**src/cssps_pkg.sv**
```systemverilog
// shared types and constants of the cubic segment path sampler
package cssps_pkg;

	// step count holds up to 32, sample index up to 31
	localparam int unsigned STEP_W = 6;
	localparam int unsigned K_W    = 5;

	// divider geometry
	localparam int unsigned DVD_W      = 18;
	localparam int unsigned REM_W      = 16;
	localparam int unsigned CNT_W      = 5;
	localparam int unsigned STEP_DIV_BITS = 18;
	localparam int unsigned H_DIV_BITS    = 16;

	// shared multiplier operand width
	localparam int unsigned MUL_W = 18;

	typedef enum logic [1:0] {
		SEEN_NONE   = 2'd0,
		SEEN_FIRST  = 2'd1,
		SEEN_SECOND = 2'd2,
		SEEN_MORE   = 2'd3
	} seen_t;

	typedef enum logic {
		CFG_SPEED_LIMIT = 1'b0,
		CFG_Y_OFFSET    = 1'b1
	} cfg_idx_t;

	typedef enum logic [3:0] {
		ST_IDLE,
		ST_STEP_LOAD,
		ST_STEP_DIV,
		ST_STEP_SAVE,
		ST_SEG_START,
		ST_MUL_SS,
		ST_MUL_N3,
		ST_MUL_KK,
		ST_MUL_NUM,
		ST_H_LOAD,
		ST_H_DIV,
		ST_MUL_X,
		ST_MUL_Y,
		ST_MUL_Z,
		ST_OUT_LOAD,
		ST_EMIT
	} state_t;

endpackage

```
**src/cubic_segment_path_sampler.sv**
```systemverilog
// cubic segment path sampler: waypoints in, blended path samples out
// a start waypoint is only stored, without leaving idle; any other waypoint runs a step count
// (one 18-bit restoring division, bit per cycle), a setup per segment and, per sample, a
// 16-bit h division, five passes of the shared 18x18 multiplier and the h load, output load
// and emit states; waypoints are taken one at a time and in_stall is high until the last
// sample is taken
// reset: asynchronous, clears path state and sets speed_limit 32, y_offset 0
module cubic_segment_path_sampler #(
	parameter int unsigned MAX_STEPS = 32
) (
	input  logic                 clk,
	input  logic                 arst_n,

	input  logic                 cfg_we,
	input  logic                 cfg_index,
	input  logic [15:0]          cfg_data,

	input  logic                 in_valid,
	output logic                 in_stall,
	input  logic signed [15:0]   pos_x,
	input  logic signed [15:0]   pos_y,
	input  logic signed [15:0]   pos_z,
	input  logic [23:0]          color,
	input  logic                 start_of_path,
	input  logic                 end_of_path,

	output logic                 out_valid,
	input  logic                 out_stall,
	output logic signed [15:0]   out_x,
	output logic signed [15:0]   out_y,
	output logic signed [15:0]   out_z,
	output logic [23:0]          out_color,
	output logic                 last
);

	localparam int unsigned SW = cssps_pkg::STEP_W;
	localparam int unsigned KW = cssps_pkg::K_W;
	localparam int unsigned MW = cssps_pkg::MUL_W;
	localparam int unsigned DW = cssps_pkg::DVD_W;
	localparam int unsigned RW = cssps_pkg::REM_W;
	localparam int unsigned CW = cssps_pkg::CNT_W;

	cssps_pkg::state_t state_q, state_d;
	cssps_pkg::seen_t  seen_q;

	logic [7:0]          speed_limit_q;
	logic signed [15:0]  y_offset_q;

	logic signed [15:0]  prev_q [3];
	logic signed [15:0]  second_q [3];
	logic [23:0]         prev_col_q;

	logic signed [15:0]  in_p_q [3];
	logic [23:0]         in_col_q;
	logic                eop_q;

	logic                sel_q;
	logic [SW-1:0]       steps_a_q;
	logic [SW-1:0]       steps_b_q;
	logic [KW-1:0]       k_q;
	logic [15:0]         n3_q;

	logic [RW-1:0]       rem_q;
	logic [DW-1:0]       dvd_q;
	logic [15:0]         dvs_q;
	logic [DW-1:0]       quo_q;
	logic [CW-1:0]       cnt_q;

	logic signed [2*MW-1:0] prod_q;
	logic signed [MW-1:0]   mul_a;
	logic signed [MW-1:0]   mul_b;

	logic signed [15:0]  vx_q;
	logic signed [15:0]  vy_q;

	logic signed [15:0]  seg_q0 [3];
	logic signed [15:0]  seg_q1 [3];
	logic signed [16:0]  seg_d [3];
	logic [15:0]         seg_abs [3];
	logic [15:0]         max_abs;
	logic [7:0]          sp;
	logic [DW-1:0]       step_dividend;
	logic [SW-1:0]       steps_cur;
	logic [23:0]         seg_col;
	logic                seg_end;
	logic                accept_in;
	logic                start_pt;

	logic [RW:0]         div_t;
	logic [RW:0]         div_diff;
	logic                div_ge;

	logic signed [2*MW-1:0] prod_rnd;
	logic signed [15:0]     blend_v;
	logic signed [16:0]     y_sum;
	logic signed [15:0]     y_sat;
	logic [SW-1:0]          steps_sat;

	assign accept_in = in_valid && !in_stall;
	assign start_pt  = start_of_path || (seen_q == cssps_pkg::SEEN_NONE);

	// segment geometry: sel 0 is previous -> new point, sel 1 is the closing segment
	always_comb begin
		for (int i = 0; i < 3; i++) begin
			seg_q0[i] = sel_q ? in_p_q[i] : prev_q[i];
			seg_q1[i] = !sel_q ? in_p_q[i] :
				((seen_q == cssps_pkg::SEEN_FIRST) ? in_p_q[i] : second_q[i]);
			seg_d[i] = 17'(seg_q1[i]) - 17'(seg_q0[i]);
			seg_abs[i] = seg_d[i][16] ? 16'(-seg_d[i]) : seg_d[i][15:0];
		end
		max_abs = seg_abs[0];
		if (seg_abs[1] > max_abs) begin
			max_abs = seg_abs[1];
		end
		if (seg_abs[2] > max_abs) begin
			max_abs = seg_abs[2];
		end
	end

	assign sp            = (speed_limit_q == 8'd0) ? 8'd1 : speed_limit_q;
	assign step_dividend = DW'(max_abs) * DW'(3) + DW'(sp);
	assign steps_cur     = sel_q ? steps_b_q : steps_a_q;
	assign seg_col       = sel_q ? in_col_q : prev_col_q;
	assign seg_end       = (SW'(k_q) + SW'(1)) == steps_cur;
	assign steps_sat     = (quo_q > DW'(MAX_STEPS)) ? SW'(MAX_STEPS) : quo_q[SW-1:0];

	// one restoring division step
	assign div_t    = {rem_q, dvd_q[DW-1]};
	assign div_diff = div_t - {1'b0, dvs_q};
	assign div_ge   = (div_t >= {1'b0, dvs_q});

	// floor((d*h + 32768) / 65536), wraps into 16 bits after adding q0
	assign prod_rnd = prod_q + (2*MW)'(32768);
	assign blend_v  = prod_rnd[31:16];

	assign y_sum = 17'(vy_q) + 17'(y_offset_q);
	always_comb begin
		if (y_sum > 17'sd32767) begin
			y_sat = 16'sh7fff;
		end else if (y_sum < -17'sd32768) begin
			y_sat = -16'sh8000;
		end else begin
			y_sat = y_sum[15:0];
		end
	end

	// next state
	always_comb begin
		state_d = state_q;
		unique case (state_q)
			cssps_pkg::ST_IDLE: begin
				if (accept_in && !start_pt) begin
					state_d = cssps_pkg::ST_STEP_LOAD;
				end
			end
			cssps_pkg::ST_STEP_LOAD: state_d = cssps_pkg::ST_STEP_DIV;
			cssps_pkg::ST_STEP_DIV: begin
				if (cnt_q == CW'(1)) begin
					state_d = cssps_pkg::ST_STEP_SAVE;
				end
			end
			cssps_pkg::ST_STEP_SAVE: begin
				if (!sel_q && eop_q) begin
					state_d = cssps_pkg::ST_STEP_LOAD;
				end else begin
					state_d = cssps_pkg::ST_SEG_START;
				end
			end
			cssps_pkg::ST_SEG_START: begin
				if (steps_cur != '0) begin
					state_d = cssps_pkg::ST_MUL_SS;
				end else if (sel_q || steps_b_q == '0) begin
					state_d = cssps_pkg::ST_IDLE;
				end
			end
			cssps_pkg::ST_MUL_SS:  state_d = cssps_pkg::ST_MUL_N3;
			cssps_pkg::ST_MUL_N3:  state_d = cssps_pkg::ST_MUL_KK;
			cssps_pkg::ST_MUL_KK:  state_d = cssps_pkg::ST_MUL_NUM;
			cssps_pkg::ST_MUL_NUM: state_d = cssps_pkg::ST_H_LOAD;
			cssps_pkg::ST_H_LOAD:  state_d = cssps_pkg::ST_H_DIV;
			cssps_pkg::ST_H_DIV: begin
				if (cnt_q == CW'(1)) begin
					state_d = cssps_pkg::ST_MUL_X;
				end
			end
			cssps_pkg::ST_MUL_X:    state_d = cssps_pkg::ST_MUL_Y;
			cssps_pkg::ST_MUL_Y:    state_d = cssps_pkg::ST_MUL_Z;
			cssps_pkg::ST_MUL_Z:    state_d = cssps_pkg::ST_OUT_LOAD;
			cssps_pkg::ST_OUT_LOAD: state_d = cssps_pkg::ST_EMIT;
			cssps_pkg::ST_EMIT: begin
				if (!out_stall) begin
					if (!seg_end) begin
						state_d = cssps_pkg::ST_MUL_KK;
					end else if (!sel_q && steps_b_q != '0) begin
						state_d = cssps_pkg::ST_SEG_START;
					end else begin
						state_d = cssps_pkg::ST_IDLE;
					end
				end
			end
			default: state_d = cssps_pkg::ST_IDLE;
		endcase
	end

	// outputs and multiplier operand select
	always_comb begin
		in_stall  = (state_q != cssps_pkg::ST_IDLE);
		out_valid = (state_q == cssps_pkg::ST_EMIT);
		mul_a     = '0;
		mul_b     = '0;
		unique case (state_q)
			cssps_pkg::ST_MUL_SS: begin
				mul_a = MW'(steps_cur);
				mul_b = MW'(steps_cur);
			end
			cssps_pkg::ST_MUL_N3: begin
				mul_a = prod_q[MW-1:0];
				mul_b = MW'(steps_cur);
			end
			cssps_pkg::ST_MUL_KK: begin
				mul_a = MW'(k_q);
				mul_b = MW'(k_q);
			end
			cssps_pkg::ST_MUL_NUM: begin
				mul_a = prod_q[MW-1:0];
				mul_b = MW'(steps_cur) * MW'(3) - (MW'(k_q) << 1);
			end
			cssps_pkg::ST_MUL_X: begin
				mul_a = MW'(seg_d[0]);
				mul_b = {2'b00, quo_q[15:0]};
			end
			cssps_pkg::ST_MUL_Y: begin
				mul_a = MW'(seg_d[1]);
				mul_b = {2'b00, quo_q[15:0]};
			end
			cssps_pkg::ST_MUL_Z: begin
				mul_a = MW'(seg_d[2]);
				mul_b = {2'b00, quo_q[15:0]};
			end
			default: begin
				mul_a = '0;
				mul_b = '0;
			end
		endcase
	end

	// control and path state
	always_ff @(posedge clk or negedge arst_n) begin
		if (!arst_n) begin
			state_q       <= cssps_pkg::ST_IDLE;
			seen_q        <= cssps_pkg::SEEN_NONE;
			speed_limit_q <= 8'd32;
			y_offset_q    <= '0;
			prev_col_q    <= '0;
			eop_q         <= 1'b0;
			sel_q         <= 1'b0;
			steps_a_q     <= '0;
			steps_b_q     <= '0;
			k_q           <= '0;
			cnt_q         <= '0;
			for (int i = 0; i < 3; i++) begin
				prev_q[i]   <= '0;
				second_q[i] <= '0;
			end
		end else begin
			state_q <= state_d;

			if (cfg_we) begin
				unique case (cssps_pkg::cfg_idx_t'(cfg_index))
					cssps_pkg::CFG_SPEED_LIMIT: speed_limit_q <= cfg_data[7:0];
					cssps_pkg::CFG_Y_OFFSET:    y_offset_q    <= cfg_data;
					default: ;
				endcase
			end

			unique case (state_q)
				cssps_pkg::ST_IDLE: begin
					if (accept_in) begin
						eop_q     <= end_of_path;
						sel_q     <= 1'b0;
						steps_b_q <= '0;
						if (start_pt) begin
							prev_q[0]  <= pos_x;
							prev_q[1]  <= pos_y;
							prev_q[2]  <= pos_z;
							prev_col_q <= color;
							seen_q     <= cssps_pkg::SEEN_FIRST;
						end
					end
				end
				cssps_pkg::ST_STEP_LOAD: cnt_q <= CW'(cssps_pkg::STEP_DIV_BITS);
				cssps_pkg::ST_STEP_DIV:  cnt_q <= cnt_q - CW'(1);
				cssps_pkg::ST_STEP_SAVE: begin
					if (sel_q) begin
						steps_b_q <= steps_sat;
					end else begin
						steps_a_q <= steps_sat;
					end
					sel_q <= !sel_q && eop_q;
				end
				cssps_pkg::ST_SEG_START: begin
					k_q <= '0;
					if (steps_cur == '0 && !sel_q && steps_b_q != '0) begin
						sel_q <= 1'b1;
					end
				end
				cssps_pkg::ST_H_LOAD: cnt_q <= CW'(cssps_pkg::H_DIV_BITS);
				cssps_pkg::ST_H_DIV:  cnt_q <= cnt_q - CW'(1);
				cssps_pkg::ST_EMIT: begin
					if (!out_stall) begin
						if (!seg_end) begin
							k_q <= k_q + KW'(1);
						end else if (!sel_q && steps_b_q != '0) begin
							sel_q <= 1'b1;
						end
					end
				end
				default: ;
			endcase

			// path state moves on once the waypoint's last transaction is out
			if (in_stall && state_d == cssps_pkg::ST_IDLE) begin
				prev_q     <= in_p_q;
				prev_col_q <= in_col_q;
				if (eop_q) begin
					seen_q <= cssps_pkg::SEEN_NONE;
				end else if (seen_q == cssps_pkg::SEEN_FIRST) begin
					seen_q <= cssps_pkg::SEEN_SECOND;
				end else if (seen_q == cssps_pkg::SEEN_SECOND) begin
					seen_q <= cssps_pkg::SEEN_MORE;
				end
				if (seen_q == cssps_pkg::SEEN_FIRST) begin
					second_q <= in_p_q;
				end
			end
		end
	end

	// datapath: shared multiplier, shared divider, sample assembly
	always_ff @(posedge clk) begin
		prod_q <= mul_a * mul_b;

		if (accept_in) begin
			in_p_q[0] <= pos_x;
			in_p_q[1] <= pos_y;
			in_p_q[2] <= pos_z;
			in_col_q  <= color;
		end

		unique case (state_q)
			cssps_pkg::ST_STEP_LOAD: begin
				rem_q <= '0;
				dvd_q <= step_dividend;
				dvs_q <= {7'b0, sp, 1'b0};
				quo_q <= '0;
			end
			cssps_pkg::ST_MUL_KK: begin
				if (k_q == '0) begin
					n3_q <= prod_q[15:0];
				end
			end
			cssps_pkg::ST_H_LOAD: begin
				// remainder starts at num, then the bits of n3/2 shift in
				rem_q <= prod_q[RW-1:0];
				dvd_q <= {1'b0, n3_q[15:1], 2'b00};
				dvs_q <= n3_q;
				quo_q <= '0;
			end
			cssps_pkg::ST_STEP_DIV, cssps_pkg::ST_H_DIV: begin
				rem_q <= div_ge ? div_diff[RW-1:0] : div_t[RW-1:0];
				dvd_q <= {dvd_q[DW-2:0], 1'b0};
				quo_q <= {quo_q[DW-2:0], div_ge};
			end
			cssps_pkg::ST_MUL_Y: vx_q <= seg_q0[0] + blend_v;
			cssps_pkg::ST_MUL_Z: vy_q <= seg_q0[1] + blend_v;
			cssps_pkg::ST_OUT_LOAD: begin
				out_x     <= vx_q;
				out_y     <= y_sat;
				out_z     <= seg_q0[2] + blend_v;
				out_color <= seg_col;
				last      <= seg_end && (sel_q || steps_b_q == '0);
			end
			default: ;
		endcase
	end

	// no new waypoint while a sample is offered
	a_no_accept_while_emit: assert property (@(posedge clk) disable iff (!arst_n)
		out_valid |-> in_stall)
		else $error("input taken while a sample is pending");

	// the final sample of a waypoint ends its work
	a_last_ends: assert property (@(posedge clk) disable iff (!arst_n)
		(out_valid && !out_stall && last) |=> !out_valid && !in_stall)
		else $error("activity after the last sample");

	// sample index stays inside the segment
	a_k_range: assert property (@(posedge clk) disable iff (!arst_n)
		out_valid |-> (SW'(k_q) < steps_cur))
		else $error("sample index beyond step count");

	// divider remainder stays below the divisor
	a_rem_bound: assert property (@(posedge clk) disable iff (!arst_n)
		(state_q == cssps_pkg::ST_STEP_DIV || state_q == cssps_pkg::ST_H_DIV)
			|-> (rem_q < dvs_q))
		else $error("divider remainder out of range");

endmodule

```
**config.mk**
```make
export PLATFORM = sky130hd
export DESIGN_NAME = cubic_segment_path_sampler
export DESIGN_NICKNAME = d
export VERILOG_FILES = /design/src/cssps_pkg.sv /design/src/cubic_segment_path_sampler.sv
export SDC_FILE = /design/constraint.sdc
export NUM_CORES = 2
export LEC_CHECK = 0
export ABC_AREA = 1
export ABC_CLOCK_PERIOD_IN_PS = 28800
export BUFFER_PORTS_ARGS = -buffer_cell sky130_fd_sc_hd__buf_4
export CAP_MARGIN = 20
export CORE_ASPECT_RATIO = 1.5
export CORE_MARGIN = 5
export CORE_UTILIZATION = 57
export CTS_BUF_LIST = sky130_fd_sc_hd__clkbuf_8
export CTS_CLUSTER_DIAMETER = 200
export DETAILED_ROUTE_END_ITERATION = 8
export PLACE_DENSITY = 0.84
export SLEW_MARGIN = 20
export SYNTH_ARGS = -nofsm -noshare
export SYNTH_HDL_FRONTEND = slang
export SYNTH_SLANG_ARGS = --single-unit
```
**constraint.sdc**
```tcl
create_clock -name clk -period 28.8 [get_ports clk]
set_input_delay 2.88 -clock clk [delete_from_list [all_inputs] [get_ports clk]]
set_output_delay 2.88 -clock clk [all_outputs]
set_load 0.02 [all_outputs]
```
Word level (Yosys, flattened, before mapping)
Index checks and enable logic that the tools add are counted.

storage, ports and cells
  input port bits = 96
  output and inout bits = 75
  flip-flop bits (word level) = 467
  word-level logic and storage cells = 199

cells by class
  $add $sub $neg = 17
  multiply operators = 3
  eq/ne operators = 26
  bitwise logic cells = 2
  order comparisons = 6
  muxes and demuxes = 64
  reductions and logical operators = 47

operators with widths
  cell                    number
  $mux 16                 16
  $mux 48                 4
  $mux 24                 5
  $pmux 18 s6             1
  $pmux 18 s4             1
  $pmux 4 s16             1
  $pmux 18 s3             1
  $sub 16x16->17          3
  $add 16x16->16          3
  $neg 16->16             3
  $pmux 16 s3             1
  $pmux 18 s2             1
  $add 32x17->32 const B  1
  $eq 4x4->1 const B      8
  $gt 16x16->1            2
  $mul 18x18->32          1
  $pmux 16 s2             1
  $mux 4                  6
  $mux 6                  4
  $add 18x8->18           1
  $gt 18x6->1 const B     1
  $mul 16x2->18 const B   1
  $add 16x16->17          1
  $ge 17x16->1            1
  44 further kinds        97

Longest topological paths before layout
  word-level depth = 13
  depth in mapped cells = 79

Worst setup path after synthesis
No wires, ideal clock.

  path type = register -> register
  start point = register sel_q
  end point = register dvd_q[16], data pin
  arrival = 9.202 ns
  path slack = 19.337 ns
  required time = 28.539 ns
  path buffers = 7
  stages on the path, launching flop included = 71
  cells stage by stage = dfrtp_1 > buf_2 > buf_4 > clkbuf_1 > clkbuf_1 > clkbuf_1 > nand2_1 > o21ai_0 > ha_1 > inv_1 > fa_1 > nand2_1 > nand2_1 > nand3_1 > nand2_2 > nand2_1 > nand2_1 > nand2_1 > (+35 left out) > nor2_1 > o21ai_0 > inv_1 > o21ai_0 > inv_1 > o21ai_0 > nand3_1 > nand2_1 > nand2_1 > nand2_1 > a21oi_1 > nor2_1 > nor2_1 > inv_1 > a21oi_1 > nor2_1 > nor2_1 > a221o_1

between the ends
  word-level cells in the longest chain between the ends = 11
  elaborated cells on any way between the ends = 22

RTL lines
  element                            RTL line                                                              RTL
  start: declaration                 cubic_segment_path_sampler.sv:57                                      logic sel_q;
  start signal: assignment           cubic_segment_path_sampler.sv:299                                     sel_q <= !sel_q && eop_q;
  $mux 16, on equally long branches  cubic_segment_path_sampler.sv:106, cubic_segment_path_sampler.sv:105
  $sub 16x16->17                     cubic_segment_path_sampler.sv:108                                     seg_d[i] = 17'(seg_q1[i]) - 17'(seg_q0[i]);
  $neg 16->16                        cubic_segment_path_sampler.sv:109                                     seg_abs[i] = seg_d[i][16] ? 16'(-seg_d[i]) : seg_d[i][15:0];
  $mux 16                            cubic_segment_path_sampler.sv:109
  $gt 16x16->1                       cubic_segment_path_sampler.sv:112                                     if (seg_abs[1] > max_abs) begin
  $mux 16                            cubic_segment_path_sampler.sv:112
  $gt 16x16->1                       cubic_segment_path_sampler.sv:115                                     if (seg_abs[2] > max_abs) begin
  $mux 16 (*)                        cubic_segment_path_sampler.sv:115
  $mul 16x2->18 (*)                  cubic_segment_path_sampler.sv:121                                     assign step_dividend = DW'(max_abs) * DW'(3) + DW'(sp);
  $add 18x8->18 (*)                  cubic_segment_path_sampler.sv:121
  $pmux 18 s3 (*)                    cubic_segment_path_sampler.sv:350                                     unique case (state_q)
  end signal: assignment             cubic_segment_path_sampler.sv:353                                     dvd_q <= step_dividend;
  end signal: assignment             cubic_segment_path_sampler.sv:365                                     dvd_q <= {1'b0, n3_q[15:1], 2'b00};
  end signal: assignment             cubic_segment_path_sampler.sv:371                                     dvd_q <= {dvd_q[DW-2:0], 1'b0};
  end: declaration                   cubic_segment_path_sampler.sv:64                                      logic [DW-1:0] dvd_q;

Every way passes the cells marked *; elsewhere a longest branch is shown, timed or not.
A chain may end at the register's enable or synchronous reset.

Worst setup path after layout
Same ends and word-level chain as after synthesis.

==> metrics.txt <==
# TYPE chip_impl_metric gauge
chip_impl_info{name="result_of_the_run",value="complete, no violations"} 1
chip_impl_metric{name="post_cts_buffers",unit=""} 0
chip_impl_metric{name="numClockSinks",unit=""} 467
chip_impl_metric{name="remaining_drc_errors",unit=""} 0
chip_impl_info{name="worst_hold_launch",value="vx_q[3]"} 1
chip_impl_metric{name="placeableCoreArea",unit="um2"} 67930
chip_impl_metric{name="fin_area",unit="um2"} 42840
chip_impl_metric{name="syn_nets",unit=""} 5326
chip_impl_metric{name="worst_ep_arrival_time",unit="ps"} 11990
chip_impl_metric{name="postSynthCellCount",unit=""} 4632
chip_impl_metric{name="synthesis_warning_total",unit=""} 0
chip_impl_metric{name="first_iter_violations",unit=""} 2459
chip_impl_metric{name="number_of_enable_type_register_cells_in_the_synthesized_netlist",unit=""} 261
chip_impl_metric{name="cts_made_buffers",unit=""} 71
chip_impl_metric{name="cell_area_after_synthesis",unit="um2"} 39010
chip_impl_metric{name="routed-via-count",unit=""} 32537
chip_impl_metric{name="grt_antenna_before_repair",unit=""} 2
chip_impl_info{name="critical-path-slowest-cell",value="sky130_fd_sc_hd__dfrtp_4"} 1
chip_impl_metric{name="setup_viol_count_final",unit=""} 0
chip_impl_metric{name="worst_ep_required_time",unit="ps"} 29210
chip_impl_metric{name="routed_wire_length",unit="um"} 113300
chip_impl_metric{name="placementRows",unit=""} 117
chip_impl_metric{name="clock_tree.buffer_depth",unit=""} 3
chip_impl_info{name="worst_hold_path.endpoint",value="out_x[3]"} 1
chip_impl_metric{name="hold_buffers",unit=""} 0
chip_impl_info{name="cts_root_buffer",value="sky130_fd_sc_hd__clkbuf_8"} 1
chip_impl_metric{name="layout_cells_sized_above_1",unit=""} 0.08562
chip_impl_metric{name="ys_types",unit=""} 61
chip_impl_metric{name="ff_latch_area",unit="um2"} 12840
chip_impl_metric{name="multi_input_gate_area",unit="um2"} 22420
chip_impl_metric{name="routability_congestion_estimate_from_global_placement",unit=""} 1.028
chip_impl_metric{name="viasPerCell",unit=""} 5.667
chip_impl_metric{name="post-dp-hpwl",unit="um"} 89340
chip_impl_metric{name="pin_count_of_the_biggest_net_entering_global_routing",unit=""} 97
chip_impl_metric{name="worstPathMaxFanout",unit=""} 82
chip_impl_metric{name="maxCapViolations",unit=""} 0
chip_impl_info{name="mostFrequentLayoutCell",value="sky130_fd_sc_hd__nand2_1"} 1
chip_impl_info{name="tritoncts",value="built"} 1
chip_impl_metric{name="first_pass_grt_wire_length",unit="um"} 177600
chip_impl_metric{name="report.final.slew_viol_count",unit=""} 0
chip_impl_metric{name="area.growth.synth_to_final",unit="%"} 9.838
chip_impl_info{name="unrepaired_setup_endpoints_after_global_routing",value="false"} 1
chip_impl_metric{name="layout.core_utilization",unit=""} 0.6308
chip_impl_metric{name="track_usage",unit=""} 0.3080
chip_impl_metric{name="share_of_synthesized_registers_carrying_an_async_set_or_reset",unit=""} 0.3726
chip_impl_metric{name="path_clk_slew",unit="ps"} 70
chip_impl_metric{name="dpl-instance-area",unit="um2"} 41290
chip_impl_metric{name="postLayoutSetupSlackWorst",unit="ps"} 17220
chip_impl_info{name="cp_most_frequent_cell",value="sky130_fd_sc_hd__nand2_1"} 1
chip_impl_metric{name="final-hold-violation-count",unit=""} 0
chip_impl_metric{name="antenna_left",unit=""} 0
chip_impl_metric{name="timing.critical_path.slowest_cell_delay",unit="ps"} 920
chip_impl_metric{name="fmaxAchievable",unit="GHz"} 0.08637
chip_impl_metric{name="hold_path_stages",unit=""} 0
chip_impl_metric{name="overflow",unit=""} 0
chip_impl_metric{name="reg2regPathDepth",unit=""} 67
chip_impl_metric{name="worst_clock_skew",unit="ps"} 52.11
chip_impl_metric{name="final_min_period_over_clock_period",unit=""} 0.4020
chip_impl_metric{name="wire_per_inst",unit="um"} 19.74
chip_impl_metric{name="net_count_final",unit=""} 5482
chip_impl_metric{name="period_minus_slack",unit="ps"} 11580
chip_impl_metric{name="postSynthRegisterBits",unit=""} 467
chip_impl_info{name="critPathCaptureType",value="register"} 1
chip_impl_metric{name="clock_insertion_delay_worst_skew",unit="ps"} 700
chip_impl_metric{name="starting_density_of_the_core",unit=""} 0.5743
chip_impl_metric{name="first_global_vias",unit=""} 33504
chip_impl_info{name="layout_common_cells",value="sky130_fd_sc_hd__nand2_1, sky130_fd_sc_hd__inv_1, sky130_fd_sc_hd__nor2_1"} 1
chip_impl_metric{name="boundaryPins",unit=""} 171
chip_impl_info{name="hold_class",value="reg -> reg"} 1
chip_impl_metric{name="buffer_ports.inserted",unit=""} 170
chip_impl_info{name="timing.rr.end",value="dvd_q[16]"} 1
chip_impl_metric{name="post-place-ws",unit="ps"} 17430
chip_impl_info{name="cp-start-kind",value="register"} 1
chip_impl_info{name="worst_r2r_startpoint",value="sel_q"} 1
chip_impl_metric{name="rrSetupSlack",unit="ps"} 17220
chip_impl_metric{name="worst_pin_slew",unit="ps"} 1113
chip_impl_metric{name="synth_sequential_area_ratio",unit=""} 0.3290
chip_impl_metric{name="htreeDepth",unit=""} 3
chip_impl_metric{name="fp.dieW",unit="um"} 223.6
chip_impl_metric{name="maxSlewHeadroom",unit=""} 0.2580
chip_impl_metric{name="fillerInstances",unit=""} 5755
chip_impl_info{name="path_class",value="reg -> reg"} 1
chip_impl_metric{name="die_area",unit="um2"} 73870
chip_impl_metric{name="syn-mean-instance-area",unit="um2"} 8.421
chip_impl_metric{name="cts_resized",unit=""} 0
chip_impl_metric{name="finalSetupTns",unit="ps"} 0
chip_impl_info{name="ys_dominant_reg_cell",value="sky130_fd_sc_hd__edfxtp_1"} 1
chip_impl_metric{name="die_height",unit="um"} 330.4
chip_impl_metric{name="drt_pre_antenna_iters",unit=""} 6
[stage by stage]
| step | hold WS, ps | cells |
|---|---|---|
| 2_1_floorplan | 400.3 | 4632 |
| 3_3_place_gp | 404.3 | 5606 |
| 3_5_place_dp | 405.4 | 5606 |
| 4_1_cts | 400.8 | 5738 |
| 5_1_grt | 423.0 | 5740 |
| 6_report | 391.8 | 5741 |
[synth_stat cells, types with 27 or more instances]
library cell	number	area share
sky130_fd_sc_hd__nand4_1	30	0.0048
sky130_fd_sc_hd__o211ai_1	75	0.014
sky130_fd_sc_hd__o21ai_0	280	0.036
sky130_fd_sc_hd__nand2_1	1008	0.097
sky130_fd_sc_hd__ha_1	286	0.092
sky130_fd_sc_hd__nand3_1	132	0.017
sky130_fd_sc_hd__xor2_1	134	0.030
sky130_fd_sc_hd__dfrtp_1	173	0.11
sky130_fd_sc_hd__inv_1	872	0.084
sky130_fd_sc_hd__dfxtp_1	32	0.016
sky130_fd_sc_hd__nor3_1	27	0.0035
sky130_fd_sc_hd__nor2_1	357	0.034
sky130_fd_sc_hd__edfxtp_1	261	0.20
sky130_fd_sc_hd__xnor2_1	52	0.012
sky130_fd_sc_hd__clkbuf_1	109	0.010
sky130_fd_sc_hd__fa_1	312	0.16
sky130_fd_sc_hd__a21oi_1	235	0.030
[how the worst max path moves through the flow]
stage | cells after the start | slack [ps] | start | to
final | 67 | 17220 | sel_q | dvd_q[16]
after floorplan | 70 | 19340 | sel_q | dvd_q[16]
after detailed placement | 67 | 17430 | sel_q | dvd_q[16]
after global placement | 66 | 17640 | sel_q | dvd_q[16]
after CTS | 67 | 17320 | sel_q | dvd_q[16]
after global routing | 65 | 16090 | sel_q | dvd_q[16]
[worst max-delay path, delay by kind of cell (launching register included)]
| kind | cells | cell delay (ps) |
|---|---|---|
| and+or+nand+nor | 37 | 3620 |
| AOI/OAI and AO/OA | 11 | 2740 |
| adders and majority gates | 6 | 1940 |
| buffers and inverters | 12 | 1780 |
| DFF | 1 | 920 |
| xor gates and xnor gates | 1 | 230 |
[per-layer routing]
layer	up-vias	share of wire	global-route usage
met3	488	0.060	0.04450
met2	1387	0.50	0.5532
met1	15596	0.34	0.3223
met5	-	0	0
met4	0	0.098	0.2404
li1	15066	-	-
[kinds of logic (layout without fill, tap and decap cells)]
logic type | after synthesis | count (layout) | synth area share
buf+inv | 1018 | 1233 | 0.09889
other cells | 0 | 2 | 0
compound gates | 720 | 720 | 0.1051
mux | 8 | 8 | 0.002310
simple gates | 1635 | 1635 | 0.1711
fa+ha+maj | 598 | 598 | 0.2519
flops | 467 | 467 | 0.3290
xor+xnor | 186 | 186 | 0.04176
[flip-flops by register name (all words and copies together) (netlist names), 4 cells and up]
| signal | flops |
|---|---|
| quo_q | 18 |
| out_z | 16 |
| y_offset_q | 16 |
| dvs_q | 16 |
| out_color | 24 |
| in_p_q | 48 |
| prod_q | 32 |
| out_y | 16 |
| n3_q | 16 |
| speed_limit_q | 8 |
| second_q | 48 |
| out_x | 16 |
| prev_q | 48 |
| dvd_q | 18 |
| steps_a_q | 6 |
| k_q | 5 |
| cnt_q | 5 |
| vy_q | 16 |
| vx_q | 16 |
| rem_q | 16 |
| steps_b_q | 6 |
| in_col_q | 24 |
| state_q | 4 |
| prev_col_q | 24 |
[cell type report]
| cell class | instances | share of cell area |
|---|---|---|
| tap | 892 | 0.02605 |
| clock buffer | 77 | 0.02474 |
| timing repair buffer | 211 | 0.03735 |
| clock inverter | 55 | 0.01098 |
| sequential | 467 | 0.2996 |
| antenna | 2 | 0.0001168 |
| inverter | 890 | 0.07797 |
| multi-input combinational | 3147 | 0.5232 |
Power is not shown: default switching activity piles up to over one toggle a cycle in this logic, so the estimate is an artifact.
